File: src/hdl/acz_pkg.sv
// shared constants and types for the ac zero run-length encoder
// no dependencies; used by every module of the block
package acz_pkg;

  localparam int COEFF_BITS_DEF = 12;
  localparam int RUN_W          = 4;
  localparam int POS_W          = 6;
  // run_length, last_of_item, block_done beside the level
  localparam int PAIR_EXTRA_W   = RUN_W + 2;

  localparam logic [POS_W-1:0] FIRST_POS = POS_W'(1);
  localparam logic [POS_W-1:0] LAST_POS  = POS_W'(63);
  localparam logic [RUN_W-1:0] RUN_MAX   = RUN_W'(15);

  localparam int FIFO_DEPTH = 4;
  localparam int FIFO_AW    = $clog2(FIFO_DEPTH);
  localparam int FIFO_CW    = $clog2(FIFO_DEPTH + 1);
  // room for the two pairs one coefficient can cause
  localparam int FIFO_ROOM  = FIFO_DEPTH - 2;

  // write strobes from the pair generator into the output queue
  typedef struct packed {
    logic push0;
    logic push1;
  } push_t;

endpackage

File: src/hdl/ac_zero_run_length_encoder.sv
// path: an accepted coefficient beat waits in the input register until the queue has room
// for two pairs, is then written to the output queue, and its first pair is offered from there
// throughput: one coefficient per cycle while the four-entry queue holds two or fewer
// pairs; a coefficient causes up to two pairs, the output gives one per cycle while out_ready is high
// reset: synchronous active-low rst_n empties the queue and returns the block
// position to the first ac coefficient with no pending zero run
module ac_zero_run_length_encoder #(
  parameter int COEFF_BITS = acz_pkg::COEFF_BITS_DEF
) (
  input  logic                  clk,
  input  logic                  rst_n,
  input  logic                  in_valid,
  output logic                  in_ready,
  input  logic [COEFF_BITS-1:0] in_coefficient,
  output logic                  out_valid,
  input  logic                  out_ready,
  output logic [3:0]            out_run_length,
  output logic [COEFF_BITS-1:0] out_level,
  output logic                  out_last_of_item,
  output logic                  out_block_done
);

  localparam int PAIR_W = COEFF_BITS + acz_pkg::PAIR_EXTRA_W;

  logic                  q_valid, take, has_room;
  logic [COEFF_BITS-1:0] q_coeff;
  acz_pkg::push_t        push;
  logic [PAIR_W-1:0]     w0, w1, out_data;

  // advance the input register when the queue can take two pairs
  assign take = q_valid && has_room;

  acz_in_reg #(.COEFF_BITS(COEFF_BITS)) u_in_reg (
    .clk            (clk),
    .rst_n          (rst_n),
    .in_valid       (in_valid),
    .in_ready       (in_ready),
    .in_coefficient (in_coefficient),
    .take           (take),
    .q_valid        (q_valid),
    .q_coeff        (q_coeff)
  );

  acz_pair_gen #(.COEFF_BITS(COEFF_BITS)) u_pair_gen (
    .clk   (clk),
    .rst_n (rst_n),
    .fire  (take),
    .coeff (q_coeff),
    .push  (push),
    .w0    (w0),
    .w1    (w1)
  );

  acz_out_fifo #(.WIDTH(PAIR_W)) u_out_fifo (
    .clk       (clk),
    .rst_n     (rst_n),
    .push      (push),
    .w0        (w0),
    .w1        (w1),
    .has_room  (has_room),
    .out_valid (out_valid),
    .out_ready (out_ready),
    .out_data  (out_data)
  );

  // unpack {run_length, level, last_of_item, block_done}
  assign out_run_length   = out_data[PAIR_W-1 -: acz_pkg::RUN_W];
  assign out_level        = out_data[COEFF_BITS+1:2];
  assign out_last_of_item = out_data[1];
  assign out_block_done   = out_data[0];

endmodule

File: src/hdl/acz_in_reg.sv
// input register stage: holds one coefficient beat for the pair generator
// depends on acz_pkg
module acz_in_reg #(
  parameter int COEFF_BITS = acz_pkg::COEFF_BITS_DEF
) (
  input  logic                  clk,
  input  logic                  rst_n,
  input  logic                  in_valid,
  output logic                  in_ready,
  input  logic [COEFF_BITS-1:0] in_coefficient,
  input  logic                  take,
  output logic                  q_valid,
  output logic [COEFF_BITS-1:0] q_coeff
);

  logic                  valid_r, valid_nxt;
  logic [COEFF_BITS-1:0] coeff_r;

  // empty or draining this cycle
  assign in_ready  = !valid_r || take;
  assign valid_nxt = (in_valid && in_ready) || (valid_r && !take);

  always_ff @(posedge clk) begin
    if (!rst_n) begin
      valid_r <= 1'b0;
    end else begin
      valid_r <= valid_nxt;
    end
  end

  // payload register, no reset needed
  always_ff @(posedge clk) begin
    if (in_valid && in_ready) begin
      coeff_r <= in_coefficient;
    end
  end

  assign q_valid = valid_r;
  assign q_coeff = coeff_r;

endmodule

File: src/hdl/acz_pair_gen.sv
// pair generator: block position, zero-run count and up to two pairs per beat
// depends on acz_pkg
module acz_pair_gen #(
  parameter int COEFF_BITS = acz_pkg::COEFF_BITS_DEF,
  localparam int PAIR_W    = COEFF_BITS + acz_pkg::PAIR_EXTRA_W
) (
  input  logic                  clk,
  input  logic                  rst_n,
  input  logic                  fire,
  input  logic [COEFF_BITS-1:0] coeff,
  output acz_pkg::push_t        push,
  output logic [PAIR_W-1:0]     w0,
  output logic [PAIR_W-1:0]     w1
);

  logic [acz_pkg::POS_W-1:0] pos_r, pos_nxt;
  logic [acz_pkg::RUN_W-1:0] run_r, run_nxt;
  logic                      saw_r, saw_nxt;

  logic nz, at_end, run_full, p0_valid, eob_valid;
  logic [acz_pkg::RUN_W-1:0] p0_run;
  logic [COEFF_BITS-1:0]     p0_level;

  assign nz       = (coeff != '0);
  assign at_end   = (pos_r >= acz_pkg::LAST_POS);
  assign run_full = (run_r == acz_pkg::RUN_MAX);

  // first pair: nonzero coefficient, or sixteenth zero of a run
  assign p0_valid  = nz || run_full;
  assign p0_run    = nz ? run_r : acz_pkg::RUN_MAX;
  assign p0_level  = nz ? coeff : '0;
  // end-of-block unless all coefficients were nonzero
  assign eob_valid = at_end && (saw_r || !nz);

  // pack pairs as {run_length, level, last_of_item, block_done}
  always_comb begin
    push.push0 = fire && (p0_valid || eob_valid);
    push.push1 = fire && p0_valid && eob_valid;
    if (p0_valid) begin
      w0 = {p0_run, p0_level, !eob_valid, at_end && !eob_valid};
    end else begin
      w0 = {{acz_pkg::RUN_W{1'b0}}, {COEFF_BITS{1'b0}}, 1'b1, 1'b1};
    end
    w1 = {{acz_pkg::RUN_W{1'b0}}, {COEFF_BITS{1'b0}}, 1'b1, 1'b1};
  end

  // block counters, back to reset values after the last position
  always_comb begin
    pos_nxt = pos_r;
    run_nxt = run_r;
    saw_nxt = saw_r;
    if (fire) begin
      if (at_end) begin
        pos_nxt = acz_pkg::FIRST_POS;
        run_nxt = '0;
        saw_nxt = 1'b0;
      end else begin
        pos_nxt = pos_r + acz_pkg::POS_W'(1);
        saw_nxt = saw_r || !nz;
        if (nz || run_full) begin
          run_nxt = '0;
        end else begin
          run_nxt = run_r + acz_pkg::RUN_W'(1);
        end
      end
    end
  end

  always_ff @(posedge clk) begin
    if (!rst_n) begin
      pos_r <= acz_pkg::FIRST_POS;
      run_r <= '0;
      saw_r <= 1'b0;
    end else begin
      pos_r <= pos_nxt;
      run_r <= run_nxt;
      saw_r <= saw_nxt;
    end
  end

endmodule

File: src/hdl/acz_out_fifo.sv
// output queue of result pairs: takes up to two pairs a beat, gives one
// depends on acz_pkg
module acz_out_fifo #(
  parameter int WIDTH = acz_pkg::COEFF_BITS_DEF + acz_pkg::PAIR_EXTRA_W
) (
  input  logic               clk,
  input  logic               rst_n,
  input  acz_pkg::push_t     push,
  input  logic [WIDTH-1:0]   w0,
  input  logic [WIDTH-1:0]   w1,
  output logic               has_room,
  output logic               out_valid,
  input  logic               out_ready,
  output logic [WIDTH-1:0]   out_data
);

  logic [WIDTH-1:0]            mem_r [acz_pkg::FIFO_DEPTH];
  logic [acz_pkg::FIFO_AW-1:0] wr_r, wr_nxt, rd_r, rd_nxt;
  logic [acz_pkg::FIFO_CW-1:0] cnt_r, cnt_nxt;
  logic                        pop;
  logic [acz_pkg::FIFO_AW-1:0] wr_p1;

  assign out_valid = (cnt_r != '0);
  assign out_data  = mem_r[rd_r];
  assign pop       = out_valid && out_ready;
  assign has_room  = (cnt_r <= acz_pkg::FIFO_CW'(acz_pkg::FIFO_ROOM));
  assign wr_p1     = wr_r + acz_pkg::FIFO_AW'(1);

  // pointer and fill count update
  always_comb begin
    wr_nxt  = wr_r;
    if (push.push1) begin
      wr_nxt = wr_r + acz_pkg::FIFO_AW'(2);
    end else if (push.push0) begin
      wr_nxt = wr_p1;
    end
    rd_nxt  = pop ? rd_r + acz_pkg::FIFO_AW'(1) : rd_r;
    cnt_nxt = cnt_r + acz_pkg::FIFO_CW'(push.push0) + acz_pkg::FIFO_CW'(push.push1)
            - acz_pkg::FIFO_CW'(pop);
  end

  always_ff @(posedge clk) begin
    if (!rst_n) begin
      wr_r  <= '0;
      rd_r  <= '0;
      cnt_r <= '0;
    end else begin
      wr_r  <= wr_nxt;
      rd_r  <= rd_nxt;
      cnt_r <= cnt_nxt;
    end
  end

  // entry storage
  always_ff @(posedge clk) begin
    if (push.push0) begin
      mem_r[wr_r] <= w0;
    end
    if (push.push1) begin
      mem_r[wr_p1] <= w1;
    end
  end

endmodule

File: config.mk
export PLATFORM = sky130hd
export DESIGN_NAME = ac_zero_run_length_encoder
export DESIGN_NICKNAME = d
export VERILOG_FILES = /design/src/hdl/acz_pkg.sv /design/src/hdl/ac_zero_run_length_encoder.sv /design/src/hdl/acz_in_reg.sv /design/src/hdl/acz_pair_gen.sv /design/src/hdl/acz_out_fifo.sv
export SDC_FILE = /design/constraint.sdc
export NUM_CORES = 1
export LEC_CHECK = 0
export BUFFER_PORTS_ARGS = -buffer_cell sky130_fd_sc_hd__buf_2
export CORE_MARGIN = 2
export CORE_UTILIZATION = 35
export CTS_CLUSTER_DIAMETER = 60
export DETAILED_ROUTE_END_ITERATION = 16
export GPL_TIMING_DRIVEN = 0
export PLACE_DENSITY = 0.53
export SETUP_SLACK_MARGIN = 0.2
export SYNTH_ARGS = -nofsm -noshare
export SYNTH_HDL_FRONTEND = slang
export SYNTH_SLANG_ARGS = --single-unit
File: constraint.sdc
create_clock -name clk -period 4.1 [get_ports clk]
set_input_delay 0.205 -clock clk [delete_from_list [all_inputs] [get_ports clk]]
set_output_delay 0.205 -clock clk [all_outputs]
set_load 0.02 [all_outputs]
Yosys cells after proc, flatten, opt, wreduce, memory -nomap -nowiden --
Memories as Yosys holds them, arrays and structs flattened. A register that Yosys moved wholly into a read port is not among the register bits. Cells that the tools add are included.
Storage, ports and cells: memories 1, output and inout bits 20, input bits 16, RAM bits 72, logic and storage cells 56, flip-flop bits (word level) 31
Operators by class: equality and inequality tests 1, mux-type cells 15, reduce and logical (&&, ||, !) cells 21, magnitude comparators 2, $add $sub $neg 8
Memory list:
- u_out_fifo.mem_r | depth 4, bits a word 18, rd ports 1, clocked after Yosys merged registers in 1, write ports 2, RTL line acz_out_fifo.sv:17 | logic [WIDTH-1:0] mem_r [acz_pkg::FIFO_DEPTH];
Operators with widths (count):
- $mux 18 | 1
- $mux 12 | 1
- $mux 4 | 3
- $reduce_bool 12->1 | 1
- $logic_and 1x1->1 | 9
- $mux 2 | 4
- $add 3x1->3 | 2
- $add 6x1->6 const B | 1
- $ge 6x6->1 const B | 1
- $mux 6 | 1
- $logic_or 1x1->1 | 5
- $mux 1 | 5
- $add 2x1->2 const B | 2
- $add 4x1->4 const B | 1
- $eq 4x4->1 const B | 1
- $logic_not 1->1 | 4
- $le 3x2->1 const B | 1
- $reduce_bool 3->1 | 1
- $sub 3x1->3 | 1
- $add 2x2->2 const B | 1
- $reduce_bool 2->1 | 1

Logic depth before layout (Yosys ltp) --
depth after elaboration 9, mapped depth 12, gate-level depth less buffers 11

Hierarchy --
Synthesis repeated with hierarchy kept, for this count alone.
Second synthesis, totals: cell total of the unflattened synthesis 351, area, all modules 5475.3 µm²
Modules (own cells, without submodules):
- acz_out_fifo | area each 4212.8 µm², cells an instance 228, instances 1, sequential area each 2342.2 µm²
- acz_pair_gen | area each 838.3 µm², cells an instance 105, instances 1, sequential area each 220.2 µm²
- acz_in_reg | area each 417.9 µm², cells an instance 17, instances 1, sequential area each 380.4 µm²
- ac_zero_run_length_encoder | area each 6.3 µm², cells an instance 1, instances 1, sequential area each 0.0 µm²

Worst setup path before layout --
OpenSTA, ideal clock, no wires.
path type reg2reg, start point register u_pair_gen.pos_r[0] (netlist bit), end point register u_out_fifo.cnt_r[2] (netlist bit), cell stages (with the launch flop) 13, buffers on the path 1, arrival time 2.796 ns, required time 3.985 ns, library setup time 0.115 ns, path slack 1.189 ns, clock period less this slack 2.911 ns, cell sequence dfxtp_1 ha_1 nand3_1 or2_2 clkbuf_1 a211oi_4 inv_2 ha_1 inv_1 fa_1 fa_1 xnor2_1 and2_1
On the way: cells in the longest elaborated chain, start to end 7, elaborated cells on any way between the ends 8
Ends and longest elaborated chain:
- start, declared | RTL line acz_pair_gen.sv:16 | logic [acz_pkg::POS_W-1:0] pos_r, pos_nxt;
- start signal, assigned | RTL line acz_pair_gen.sv:71 | pos_r <= acz_pkg::FIRST_POS;
- start signal, assigned | RTL line acz_pair_gen.sv:75 | pos_r <= pos_nxt;
- $ge 6x6->1 * | RTL line acz_pair_gen.sv:25 | assign at_end = (pos_r >= acz_pkg::LAST_POS);
- $logic_and 1x1->1 * | RTL line acz_pair_gen.sv:33 | assign eob_valid = at_end && (saw_r || !nz);
- $logic_or 1x1->1 | RTL line acz_pair_gen.sv:37 | push.push0 = fire && (p0_valid || eob_valid);
- $logic_and 1x1->1 | RTL line acz_pair_gen.sv:37
- $add 3x1->3 | RTL line acz_out_fifo.sv:38 | cnt_nxt = cnt_r + acz_pkg::FIFO_CW'(push.push0) + acz_pkg::FIFO_CW'(push.push1)
- $add 3x1->3 * | RTL line acz_out_fifo.sv:38
- $sub 3x1->3 * | RTL line acz_out_fifo.sv:39 | - acz_pkg::FIFO_CW'(pop);
- end signal, assigned | RTL line acz_out_fifo.sv:50 | cnt_r <= cnt_nxt;
- end, declared | RTL line acz_out_fifo.sv:19 | logic [acz_pkg::FIFO_CW-1:0] cnt_r, cnt_nxt;
Mark *: on every way between the ends. The rest lies on a longest branch, timed or not. A chain may end at the register's enable or synchronous reset.

Worst setup path in the final report --
start point register u_in_reg.coeff_r[1] (netlist: u_in_reg.q_coeff[1]), end point register u_out_fifo.cnt_r[2] (netlist bit)
On the way: cells in the longest elaborated chain, start to end 9, elaborated cells on any way between the ends 12
Ends and longest elaborated chain:
- start, declared | RTL line acz_in_reg.sv:17 | logic [COEFF_BITS-1:0] coeff_r;
- start signal, assigned | RTL line acz_in_reg.sv:34 | coeff_r <= in_coefficient;
- $reduce_bool 12->1 * | RTL line acz_pair_gen.sv:24 | assign nz = (coeff != '0);
- $logic_not 1->1 | RTL line acz_pair_gen.sv:33
- $logic_or 1x1->1 | RTL line acz_pair_gen.sv:33
- $logic_and 1x1->1 | RTL line acz_pair_gen.sv:33
- $logic_or 1x1->1 | RTL line acz_pair_gen.sv:37
- $logic_and 1x1->1 | RTL line acz_pair_gen.sv:37
- $add 3x1->3 | RTL line acz_out_fifo.sv:38
- $add 3x1->3 * | RTL line acz_out_fifo.sv:38
- $sub 3x1->3 * | RTL line acz_out_fifo.sv:39
Marks and branches as above.

==> impl_metrics.toml <==
[worst_setup_path]
path_max_fanout = 9
slowest_stage = "nor4_4"
path_common_cell = "fa_1"
worst-endpoint-required_ns = 4.34
cp_cell_sequence = "nor4_4 -> nand4_2 -> a211oi_4 -> inv_2 -> ha_1 -> inv_1 -> fa_1 -> fa_1 -> xnor2_1 -> and2_1"
cp-endpoint = "u_out_fifo.cnt_r[2]"
startpoint_type = "register"
r2r-end = "u_out_fifo.cnt_r[2]"
critPathKind = "register to register"
r2r_setup_slack_ns = 0.80
critPathArrivalTime_ns = 3.55
critPathCaptureType = "register"
startpoint = "u_in_reg.q_coeff[1]"
rr_worst_depth = 10
slowest_delay_ns = 0.52
rr_startpoint = "u_in_reg.q_coeff[1]"

[clock_tree]
cts_resized = 0
cts.clk_slew.worst_paths_ns = 0.07
clock_latency_ns = 0.35
clock_path_buffers = 2
post_cts_buffers = 0
cts.sinks = 105
cts_root_buf = "clkbuf_16"
cts-htree-levels = 3
cts_hold_buf = 0
cts_inserted_buffers = 9
cts_tree = "built"

[sta]
rsz0062_at_grt = "false"
hold_violations = 0
clock_skew_ns = 0.00611
max_slew_margin_pct = 35.6
fin_crit_ns = 3.30
tns_ns = 0
worst_pin_slew_ns = 0.966
period_share_pct = 80.5
slew_viol_final = 0
max_freq_ghz = 0.303
setup_viol = 0

[floorplan]
dieArea_um2 = 14100
start_util_pct = 36.1
ios = 36
die_h_um = 119
core_um2 = 12800
rows = 41
dieWidth_um = 119

[synthesis]
synth_cell_types = 48
synth.top_cell.area_share_pct = 40.3
yosys.area_share.simple_pct = 14.4
synth_area_leaders = "dfxtp_1, mux2i_1, mux4_2"
synthXorXnorAreaFrac_pct = 1.52
synth_top_flop_cell = "dfxtp_1"
yosysWarnings = 0
synth_edf_count = 12
synth.mux.area_fraction_pct = 20.9
synth_area_per_cell_um2 = 11.0
yosys.area.top_type = "dfxtp_1"
synthesis.nets = 444
synth_area_um2 = 4620
synthCells = 418
synth_seq_cells = 105
ys_seq_area_share_pct = 48.1
synth_commonest_cells = "dfxtp_1, nor2_1, mux2i_1, nand2_1, mux4_2"
synthMostInstantiatedCell = "dfxtp_1"
synthArstFlopShare_pct = 0
synthAdderAreaFrac_pct = 3.04
synth_compound_area_share_pct = 7.53
synth_top_family_by_area = "multiplexers"

[power]
pwr-share-clk_pct = 26.4
irDropWorstVdd_v = 0.000268
switchingPower_mw = 1.14
powerDensity_nw_per_um2 = 666
swShare_pct = 31.9
p_comb_share_pct = 31.4
seq_power_share_pct = 42.2
leakage_nw = 2.47
p_int_mw = 2.42

[place]
dpl.hpwl_mm = 7.46
gp_congestion = 0.775
io_buffers = 35
placed_cell_area_um2 = 5010

[routing]
ant_nets = 0
wl_mm = 10.7
wl_per_cell_um = 16.7
dr.pass1.iters = 4
drtIter0Drc = 187
num_vias = 3136
via_per_inst = 4.89
drc = 0

[finish]
drive_gt1_share_pct = 20.7
final_nets = 490
syn_to_final_growth_pct = 15.6
fin_util_pct = 41.8
nFillCells = 1192
design_area_um2 = 5340
n_antenna_cell = 0

[outcome]
status = "finished clean"

[global_routing]
grt_pass1_wl_mm = 17.3
grt_max_degree = 17
grt-ovfl-total = 0
grt_pass1_vias = 3132
grtUsageTotal_pct = 16.0
grt_antenna_before_repair = 0

[job]
cap_violations = 0

[worst_hold_path]
holdCritPathClass = "primary input to register"
==> cells by family after synthesis <==
kind of cell | count (synthesis)
AND/OR/NAND/NOR | 136
adder cells (fa/ha/maj) | 10
flip-flops | 105
AO/OA/AOI/OAI | 47
XOR/XNOR | 8
multiplexers | 74
buffers and inverters | 38
==> cell usage in the layout (no fill, tap or decap), types with 7 or more instances in the layout <==
cell type,n
mux4_2,18
dfxtp_1,93
buf_2,41
ha_1,8
clkbuf_1,7
clkbuf_16,9
and2_1,13
buf_4,10
nor2_1,71
inv_1,13
o211ai_1,9
nand2_1,23
edfxtp_1,12
a211oi_1,8
nor2b_1,9
mux2i_1,56
==> worst min path at each step <==
stage	endpoint	start	depth (start not counted)
6_report	u_in_reg.q_coeff[6]	in_coefficient[6]	1
5_1_grt	u_in_reg.q_coeff[11]	in_coefficient[11]	1
4_1_cts	u_in_reg.q_coeff[6]	in_coefficient[6]	1
3_5_place_dp	u_in_reg.q_coeff[4]	in_coefficient[4]	1
3_3_place_gp	u_in_reg.q_coeff[6]	in_coefficient[6]	1
2_1_floorplan	u_in_reg.q_coeff[0]	in_coefficient[0]	0
==> area by class of cell <==
cell class | count | area [um2] | area share [%]
Clock buffer | 13 | 260 | 4.88
Tap cell | 172 | 215 | 4.03
Timing Repair Buffer | 35 | 175 | 3.28
Multi-Input combinational cell | 275 | 2190 | 41.1
Clock inverter | 3 | 65.1 | 1.22
Buffer | 24 | 154 | 2.88
Sequential cell | 105 | 2220 | 41.6
Inverter | 14 | 52.6 | 0.985
==> sequential cells by signal, summed over array words and instances, names as in the netlist, named ones only <==
register / cells
u_pair_gen.run_r: 4
u_out_fifo.wr_r: 2
u_pair_gen.saw_r: 1
u_pair_gen.pos_r: 6
u_in_reg.q_valid: 1
u_out_fifo.rd_r: 2
u_out_fifo.cnt_r: 3
u_out_fifo.mem_r: 72
u_in_reg.q_coeff: 12
==> metrics by stage <==
stage	hold WS (ns)	std cells	power, mW	setup slack (ns)
6_report	0.0276	641	3.56	0.798
5_1_grt	0.0140	641	3.76	0.602
4_1_cts	0.0179	641	3.59	0.812
3_5_place_dp	0.383	625	2.65	0.833
3_3_place_gp	0.382	625	2.62	0.833
2_1_floorplan	0.304	418	2.33	1.19
==> per-layer routing <==
layer | wire length [um] | GRT usage (%)
met1 | 5190 | 21.8
met3 | 358 | 3.45
met4 | 164 | 5.13
met5 | 0 | 0
met2 | 5000 | 25.5
==> critical path, delay by kind of cell (launching register included) <==
kind	cells	cell delay, ns
DFF	1	0.51
xor gates and xnor gates	1	0.13
adders and majority gates	3	1.09
AOI/OAI and AO/OA	1	0.44
buffers and inverters	2	0.17
and+or+nand+nor	3	0.88
==> power groups by stage <==
stage	Clock, mW	Combinational (mW)	Sequential (mW)
after floorplan	0	0.859	1.47
final	0.937	1.12	1.50
after global routing	0.997	1.23	1.54
after CTS	0.956	1.14	1.50
after detailed placement	0	1.13	1.52
after global placement	0	1.11	1.51
Note: power is estimated with default switching activity, not from simulation.
